`config.mk`:
```
export PLATFORM = sky130hd
export DESIGN_NAME = utf8_to_codepoint_decoder
export DESIGN_NICKNAME = d
export VERILOG_FILES = /design/src/rtl/core/utf8cp_pkg.sv /design/src/rtl/core/utf8_to_codepoint_decoder.sv /design/src/rtl/core/utf8cp_step.sv
export SDC_FILE = /design/constraint.sdc
export NUM_CORES = 1
export LEC_CHECK = 0
export BUFFER_PORTS_ARGS = -buffer_cell sky130_fd_sc_hd__buf_2
export CORE_MARGIN = 2
export CORE_UTILIZATION = 55
export CTS_CLUSTER_SIZE = 28
export DETAILED_ROUTE_END_ITERATION = 8
export PLACE_DENSITY = 0.77
export SLEW_MARGIN = 30
export SYNTH_ARGS = -nofsm -noshare
export SYNTH_HDL_FRONTEND = slang
export SYNTH_SLANG_ARGS = --single-unit
```
`constraint.sdc`:
```
create_clock -name clk -period 5.5 [get_ports clk]
set_input_delay 0.275 -clock clk [delete_from_list [all_inputs] [get_ports clk]]
set_output_delay 0.275 -clock clk [all_outputs]
set_load 0.005 [all_outputs]
```
`src/rtl/core/utf8cp_pkg.sv`:
```
`timescale 1ns / 1ps

package utf8cp_pkg;

	localparam int POINT_W = 21;
	localparam int PEND_W  = 2;

	localparam logic [PEND_W-1:0] PEND_NONE  = 2'd0;
	localparam logic [PEND_W-1:0] PEND_ONE   = 2'd1;
	localparam logic [PEND_W-1:0] PEND_TWO   = 2'd2;
	localparam logic [PEND_W-1:0] PEND_THREE = 2'd3;

	typedef struct packed {
		logic [POINT_W-1:0] partial;
		logic [PEND_W-1:0]  pending;
	} dec_state_t;

	typedef struct packed {
		logic               emit;
		logic [POINT_W-1:0] code_point;
		logic               point_valid;
		logic               text_done;
	} dec_result_t;

endpackage

```
`src/rtl/core/utf8_to_codepoint_decoder.sv`:
```
`timescale 1ns / 1ps

// channel | dir | tdata                     | tuser           | tlast
// s_*     | in  | [7:0] data_byte           | -               | end_of_text
// m_*     | out | [20:0] code_point, pad 0s | [0] point_valid | text_done
//
// One byte per cycle unless stalled: input register, then one decode step
// against the partial code point state, then the output register.
// Without stalls a byte goes to the input register, its result to the output register.
// arst_n clears both valid flags and the decoder state.
// A stalled output holds; the input register still drains bytes that give
// no result, and takes a new byte whenever its content moves on.

module utf8_to_codepoint_decoder (
	input  logic        clk,
	input  logic        arst_n,
	input  logic        s_tvalid,
	output logic        s_tready,
	input  logic [7:0]  s_tdata,   // [7:0] data_byte
	input  logic        s_tlast,   // end_of_text
	output logic        m_tvalid,
	input  logic        m_tready,
	output logic [23:0] m_tdata,   // [20:0] code_point, [23:21] zero
	output logic        m_tuser,   // [0] point_valid
	output logic        m_tlast    // text_done
);

	logic                    valid_s1;
	logic [7:0]              byte_s1;
	logic                    last_s1;
	utf8cp_pkg::dec_state_t  state_q;
	utf8cp_pkg::dec_state_t  state_nxt;
	utf8cp_pkg::dec_result_t res;
	logic                    valid_s2;
	logic [20:0]             point_s2;
	logic                    pvalid_s2;
	logic                    done_s2;
	logic                    out_free;
	logic                    adv_s1;

	utf8cp_step u_step (
		.cur         (state_q),
		.data_byte   (byte_s1),
		.end_of_text (last_s1),
		.nxt         (state_nxt),
		.res         (res)
	);

	assign out_free = !valid_s2 || m_tready;
	assign adv_s1   = valid_s1 && (out_free || !res.emit);
	assign s_tready = !valid_s1 || adv_s1;

	always_ff @(posedge clk or negedge arst_n) begin
		if (!arst_n) begin
			valid_s1 <= 1'b0;
		end else if (s_tready) begin
			valid_s1 <= s_tvalid;
		end
	end

	always_ff @(posedge clk) begin
		if (s_tready && s_tvalid) begin
			byte_s1 <= s_tdata;
			last_s1 <= s_tlast;
		end
	end

	always_ff @(posedge clk or negedge arst_n) begin
		if (!arst_n) begin
			state_q <= '0;
		end else if (adv_s1) begin
			state_q <= state_nxt;
		end
	end

	always_ff @(posedge clk or negedge arst_n) begin
		if (!arst_n) begin
			valid_s2 <= 1'b0;
		end else if (out_free) begin
			valid_s2 <= adv_s1 && res.emit;
		end
	end

	always_ff @(posedge clk) begin
		if (out_free && adv_s1 && res.emit) begin
			point_s2  <= res.code_point;
			pvalid_s2 <= res.point_valid;
			done_s2   <= res.text_done;
		end
	end

	assign m_tvalid = valid_s2;
	assign m_tdata  = {3'd0, point_s2};
	assign m_tuser  = pvalid_s2;
	assign m_tlast  = done_s2;

	a_skip_only_at_end: assert property (@(posedge clk) disable iff (!arst_n)
		m_tvalid && !m_tuser |-> m_tlast)
		else $error("result without a code point that does not end a text");

	a_skip_zero_point: assert property (@(posedge clk) disable iff (!arst_n)
		m_tvalid && !m_tuser |-> m_tdata == 24'd0)
		else $error("nonzero code point on a skipped final byte");

	a_end_clears_state: assert property (@(posedge clk) disable iff (!arst_n)
		adv_s1 && last_s1 |=> state_q.pending == utf8cp_pkg::PEND_NONE
			&& state_q.partial == '0)
		else $error("decoder state not cleared after end of text");

	a_emit_needs_room: assert property (@(posedge clk) disable iff (!arst_n)
		adv_s1 && res.emit |-> out_free)
		else $error("result moved into an occupied output register");

endmodule

```
`src/rtl/core/utf8cp_step.sv`:
```
`timescale 1ns / 1ps

module utf8cp_step (
	input  utf8cp_pkg::dec_state_t  cur,
	input  logic [7:0]              data_byte,
	input  logic                    end_of_text,
	output utf8cp_pkg::dec_state_t  nxt,
	output utf8cp_pkg::dec_result_t res
);

	logic [utf8cp_pkg::POINT_W-1:0] merged;
	logic [utf8cp_pkg::PEND_W-1:0]  pend_dec;
	logic [utf8cp_pkg::POINT_W-1:0] lead_pt;
	logic [utf8cp_pkg::PEND_W-1:0]  lead_pend;

	always_comb begin
		unique case (cur.pending)
			utf8cp_pkg::PEND_THREE: merged = cur.partial | {3'd0, data_byte[5:0], 12'd0};
			utf8cp_pkg::PEND_TWO:   merged = cur.partial | {9'd0, data_byte[5:0], 6'd0};
			utf8cp_pkg::PEND_ONE:   merged = cur.partial | {15'd0, data_byte[5:0]};
			default:                merged = cur.partial;
		endcase
		pend_dec = cur.pending - utf8cp_pkg::PEND_ONE;
	end

	// lead byte decode
	always_comb begin
		priority if (data_byte[7:5] == 3'b110) begin
			lead_pt   = {10'd0, data_byte[4:0], 6'd0};
			lead_pend = utf8cp_pkg::PEND_ONE;
		end else if (data_byte[7:4] == 4'b1110) begin
			lead_pt   = {5'd0, data_byte[3:0], 12'd0};
			lead_pend = utf8cp_pkg::PEND_TWO;
		end else if (data_byte[7:3] == 5'b11110) begin
			lead_pt   = {data_byte[2:0], 18'd0};
			lead_pend = utf8cp_pkg::PEND_THREE;
		end else begin
			lead_pt   = '0;
			lead_pend = utf8cp_pkg::PEND_NONE;
		end
	end

	always_comb begin
		nxt             = cur;
		res.emit        = end_of_text;
		res.code_point  = '0;
		res.point_valid = 1'b0;
		res.text_done   = end_of_text;
		priority if (cur.pending != utf8cp_pkg::PEND_NONE) begin
			if (pend_dec == utf8cp_pkg::PEND_NONE || end_of_text) begin
				res.emit        = 1'b1;
				res.code_point  = merged;
				res.point_valid = 1'b1;
				nxt             = '0;
			end else begin
				nxt.partial = merged;
				nxt.pending = pend_dec;
			end
		end else if (!data_byte[7]) begin
			res.emit        = 1'b1;
			res.code_point  = {13'd0, data_byte};
			res.point_valid = 1'b1;
		end else if (lead_pend != utf8cp_pkg::PEND_NONE) begin
			if (end_of_text) begin
				res.code_point  = lead_pt;
				res.point_valid = 1'b1;
			end else begin
				nxt.partial = lead_pt;
				nxt.pending = lead_pend;
			end
		end else begin
			nxt = cur;
		end
		if (end_of_text) begin
			nxt = '0;
		end
	end

endmodule
```
# Word-level counts from Yosys, hierarchy flattened
# Cells that the tools add are included.
totals:
  rom_bits: 0
  ram_bits: 0
  memories: 0
  elab_cells: 55
  regBits: 57
  output_inout_bits: 28
  input_bits: 13
  latchBits: 0
op_classes:
  n_mux: 18
  div_mod_pow: 0
  eq_ne: 6
  n_lt_le_gt_ge: 0
  n_addsub: 1
  n_bitwise: 3
  shifts: 0
  multipliers: 0
  reduce_logical: 18
op_table:
  columns: ["operator", "n"]
  rows:
  - ["23-bit two-way mux", 7]
  - ["22-bit two-way mux", 3]
  - ["21-bit two-way mux", 3]
  - ["21-bit one-hot mux with 3 select lines", 1]
  - ["21-bit by 12-bit bitwise OR with 21-bit output", 1]
  - ["21-bit by 18-bit bitwise OR with 21-bit output", 1]
  - ["21-bit by 6-bit bitwise OR with 21-bit output", 1]
  - ["2-bit two-way mux", 3]
  - ["3-bit nonzero test", 2]
  - ["5-bit == test (second input constant)", 1]
  - ["1-bit logical AND", 5]
  - ["2-bit == test (second input constant)", 2]
  - ["4-bit == test (second input constant)", 1]
  - ["1-bit logical OR", 4]
  - ["2-bit nonzero test", 2]
  - ["3-bit == test (second input constant)", 1]
  - ["1-bit zero test", 3]
  - ["3-bit AND reduction", 1]
  - ["2-bit by 1-bit == test with 1-bit output (second input constant)", 1]
  - ["2-bit zero test", 1]
  - ["2-bit by 1-bit subtractor with 2-bit output (second input constant)", 1]
  - ["1-bit two-way mux", 1]

# Depth between registers and ports, before layout
depth:
  ltp_word: 13
  ltp_mapped: 8

# Hierarchy
# From an unflattened synthesis, not the netlist that was laid out.
hier_totals:
  hier_cells: 378
  hier_area_um2: 3743.6
by_module_without_submodules:
  columns: ["mod", "instances", "area_each_um2", "cells_per_inst"]
  rows:
  - ["utf8_to_codepoint_decoder", 1, 2463.6, 178]
  - ["utf8cp_step", 1, 1280.0, 200]

# Worst setup path after synthesis
# Ideal clock, no wire load.
synth_timing:
  kind: "reg2reg"
  start: "register state_q[0] (netlist bit)"
  end: "register done_s2, in the netlist m_tlast (enable)"
  path_stages_with_launch: 8
  arrival_time_ps: 2134
  synth_period_minus_slack_ps: 2537
  slack_ps: 2963
  path_cell_list: "dfrtp_1 > inv_1 > ha_1 > nor2b_2 > buf_6 > or3_1 > nand2_1 > nor2_1"
synth_via:
  elab_chain_len: 10
  elab_cells_between_ends: 11
synth_lines:
  columns: ["item", "line", "source"]
  rows:
  - ["start: declaration", "utf8_to_codepoint_decoder.sv:31", "utf8cp_pkg::dec_state_t state_q;"]
  - ["start signal: assignment", "utf8_to_codepoint_decoder.sv:72", "state_q <= state_nxt;"]
  - ["2-bit by 1-bit subtractor with 2-bit output", "utf8cp_step.sv:23", "pend_dec = cur.pending - utf8cp_pkg::PEND_ONE;"]
  - ["2-bit zero test", "utf8cp_step.sv:50", "if (pend_dec == utf8cp_pkg::PEND_NONE || end_of_text) begin"]
  - ["1-bit logical OR", "utf8cp_step.sv:50", null]
  - ["23-bit two-way mux", "utf8cp_step.sv:50", null]
  - ["23-bit two-way mux (*)", "utf8cp_step.sv:49", "priority if (cur.pending != utf8cp_pkg::PEND_NONE) begin"]
  - ["1-bit zero test", "utf8_to_codepoint_decoder.sv:50", "assign adv_s1 = valid_s1 && (out_free || !res.emit);"]
  - ["1-bit logical OR", "utf8_to_codepoint_decoder.sv:50", null]
  - ["1-bit logical AND", "utf8_to_codepoint_decoder.sv:50", null]
  - ["1-bit logical AND", "utf8_to_codepoint_decoder.sv:85", "if (out_free && adv_s1 && res.emit) begin"]
  - ["1-bit logical AND (*)", "utf8_to_codepoint_decoder.sv:85", null]
  - ["end signal: assignment", "utf8_to_codepoint_decoder.sv:88", "done_s2 <= res.text_done;"]
  - ["end: declaration", "utf8_to_codepoint_decoder.sv:37", "logic done_s2;"]
# Every way passes the cells marked *; elsewhere a longest branch is shown, timed or not.
# A chain may end at the register's enable or synchronous reset.

# Worst setup path in the final report
layout_timing:
  start: "register state_q[1] (netlist bit)"
  end: "register point_s2[10] (enable)"
layout_via:
  elab_chain_len: 10
  elab_cells_between_ends: 11
layout_lines:
  columns: ["item", "line", "source"]
  rows:
  - ["2-bit by 1-bit subtractor with 2-bit output", "utf8cp_step.sv:23", null]
  - ["2-bit zero test", "utf8cp_step.sv:50", null]
  - ["1-bit logical OR", "utf8cp_step.sv:50", null]
  - ["23-bit two-way mux", "utf8cp_step.sv:50", null]
  - ["23-bit two-way mux (*)", "utf8cp_step.sv:49", null]
  - ["1-bit zero test", "utf8_to_codepoint_decoder.sv:50", null]
  - ["1-bit logical OR", "utf8_to_codepoint_decoder.sv:50", null]
  - ["1-bit logical AND", "utf8_to_codepoint_decoder.sv:50", null]
  - ["1-bit logical AND", "utf8_to_codepoint_decoder.sv:85", null]
  - ["1-bit logical AND (*)", "utf8_to_codepoint_decoder.sv:85", null]
  - ["end signal: assignment", "utf8_to_codepoint_decoder.sv:86", "point_s2 <= res.code_point;"]
  - ["end: declaration", "utf8_to_codepoint_decoder.sv:35", "logic [20:0] point_s2;"]
# Marked as above.

==> impl_metrics.py <==
metrics = {
    "placement": {
        "gp_congestion": 0.853,
        "hpwl_um": 4160,
        "dpl-instance-area_um2": 3090,
        "dp.cells": 346,
        "numPortBuffers": 37,
    },
    "final_layout": {
        "final_common_cell": "buf_2",
        "nFillCells": 425,
        "layout_common_cells": "37 x buf_2, 32 x edfxtp_1, 25 x dfrtp_1",
        "final_cells": 363,
        "fin_util": 0.630,
        "drive_gt1_frac": 0.253,
        "nets": 306,
        "syn2layout_area_growth_pct": 9.04,
        "fin_area_um2": 3260,
        "num_antenna_cells": 0,
    },
    "worst_setup_path": {
        "worstSetupStartpointType": "flop",
        "crit_arrival_ps": 2850,
        "crit_path_cell_trace": "inv_1 -> ha_1 -> nor2b_2 -> or3_1 -> nand2_1 -> nor2_4",
        "max_stage_delay_ps": 590,
        "required_ps": 5460,
        "endpoint_kind": "flop",
        "crit_fanout": 23,
        "criticalPathCategory": "reg -> reg",
        "critPathSlowestCell": "ha_1",
    },
    "floorplan": {
        "die_area_um2": 6040,
        "rows": 26,
        "die_w_um": 77.7,
        "start_util": 0.578,
        "die_h_um": 77.7,
        "core_um2": 5170,
        "ios": 41,
    },
    "clock_tree": {
        "clock_latency_ps": 330,
        "clock_path_buffers": 2,
        "cts_hold_buf": 1,
        "numCtsBuffers": 9,
        "post_cts_buffers": 0,
        "clkTransAtPathRegs_ps": 60,
        "clock-root-buffer": "clkbuf_8",
        "cts.sinks": 57,
        "htree_levels": 3,
        "post_cts_resize_count": 0,
        "cts_tree": "done",
    },
    "synthesis": {
        "synth_top_area_share": 0.321,
        "synth_cell_types": 50,
        "ys_seq_area_frac": 0.531,
        "yosysWarnings": 0,
        "syn_inst": 257,
        "syn_area_per_cell_um2": 11.6,
        "async_reset_ff_frac": 0.439,
        "synth-seq-cells": 57,
        "synth-edff-count": 32,
        "synth.cell_area_um2": 2990,
        "synth_area_leaders": "edfxtp_1 32%, dfrtp_1 21%, a22o_1 3.8%",
        "synth_ff_type": "edfxtp_1",
        "yosys.area.top_type": "edfxtp_1",
    },
    "sta": {
        "min_period_over_period": 0.525,
        "fmax_mhz": 347,
        "slew_headroom": 0.499,
        "period_needed_ps": 2880,
        "setup_violations": 0,
        "slew_violations": 0,
        "rsz0062_at_grt": "no",
        "fin_skew_ps": 7.22,
        "tns_ps": 0,
        "finalHoldViolations": 0,
        "holdWs_ps": 112,
        "worst_pin_slew_ps": 749,
    },
    "power": {
        "cellPowerDensity_nw_per_um2": 428,
        "vdd_drop_max_mv": 0.295,
        "leakage_uw": 0.00135,
    },
    "drt": {
        "wl_per_cell_um": 16.4,
        "vias": 2177,
        "wl_um": 5950,
        "post-route-drc-count": 0,
        "initialDrtViolationCount": 215,
        "drtPass1Iterations": 4,
        "vias_per_cell": 6.00,
        "ant_nets": 0,
    },
    "grt": {
        "grt_max_degree": 26,
        "first_global_vias": 1993,
        "grt_use_total": 0.212,
        "globalRouteOverflowTotal": 0,
        "antenna_found_initial": 0,
        "grt_pass1_wl_um": 9840,
    },
    "hold_path": {
        "hold_path.class": "in -> reg",
    },
    "run_status": {
        "status": "finished, final reports clean",
    },
    "flow_run": {
        "drv_cap": 0,
    },
}
## Yosys cell counts, types with 2 or more instances
| library cell | number |
|---|---|
| and2b_2 | 4 |
| a22o_1 | 13 |
| o211ai_1 | 12 |
| a21oi_1 | 15 |
| or3_1 | 4 |
| o41ai_1 | 5 |
| nor3_1 | 11 |
| mux2i_1 | 2 |
| nand2_1 | 19 |
| nand4_1 | 5 |
| nor4_1 | 3 |
| nand3_1 | 3 |
| a21o_1 | 2 |
| buf_2 | 3 |
| edfxtp_1 | 32 |
| inv_1 | 18 |
| mux2_2 | 9 |
| and2_2 | 3 |
| buf_4 | 4 |
| clkdlybuf4s50_2 | 2 |
| o221ai_1 | 8 |
| o21ai_0 | 8 |
| dfrtp_1 | 25 |
| ha_1 | 5 |
| buf_6 | 5 |
| clkbuf_8 | 4 |
| nand2b_1 | 2 |
| a32o_1 | 3 |
| nor2_1 | 7 |
## worst max-delay path: cells and delay by family (launching register included)
kind	cells	cell delay [ps]
and+or+nand+nor	4	1340
buffers and inverters	1	140
DFF	1	430
adders and majority gates	1	590
## registers in the layout (all words and copies together) (netlist names)
register / flops
state_q: 23
point_s2: 21
last_s1: 1
m_tlast: 1
byte_s1: 8
m_tvalid: 1
valid_s1: 1
m_tuser: 1
## path summary, 6_finish.rpt
path,startpoint,to,slack [ps],depth (start not counted)
worst max-delay path,state_q[1],point_s2[10],2620,6
worst min-delay path,s_tdata[5],byte_s1[5],110,1
worst max register to register,state_q[1],point_s2[10],2620,6
worst min register to register,state_q[20],state_q[20],490,1
max in group asynchronous,arst_n,state_q[20],4630,2
min in group asynchronous,arst_n,m_tvalid,470,2
## stage by stage
step                total power, µW  setup WS, ps
floorplan                       986          2960
CTS                            1390          2600
finish                         1390          2620
detailed placement             1070          2630
global placement               1050          2490
global route                   1470          2380
## logic make-up after synthesis
family                     share of synthesized area
AOI/OAI and AO/OA                              0.190
adders and majority gates                     0.0209
buffers and inverters                         0.0875
DFF                                            0.531
muxes                                         0.0406
other                                        0.00125
and+or+nand+nor                                0.129
## layout make-up
class / instances / area [µm²] / area share
Inverter: 19 / 71.3 / 0.0219
Multi-Input combinational cell: 163 / 1160 / 0.355
Clock buffer: 11 / 141 / 0.0434
Timing Repair Buffer: 38 / 195 / 0.0599
Sequential cell: 57 / 1590 / 0.487
Clock inverter: 5 / 21.3 / 0.00653
Tap cell: 70 / 87.6 / 0.0269
## power breakdown
| group | total (µW) | internal, µW | switching (µW) |
|---|---|---|---|
| sequential | 590 | 536 | 54.3 |
| clock | 325 | 169 | 156 |
| combinational | 478 | 161 | 317 |
## layer usage
layer,vias up,wire (µm),GRT usage
li1,1029,-,-
met1,1029,2620,0.298
met2,105,2740,0.317
met3,14,453,0.0512
met4,0,144,0.0821
met5,-,0,0
No activity file was read; power rests on OpenSTA's default activity.
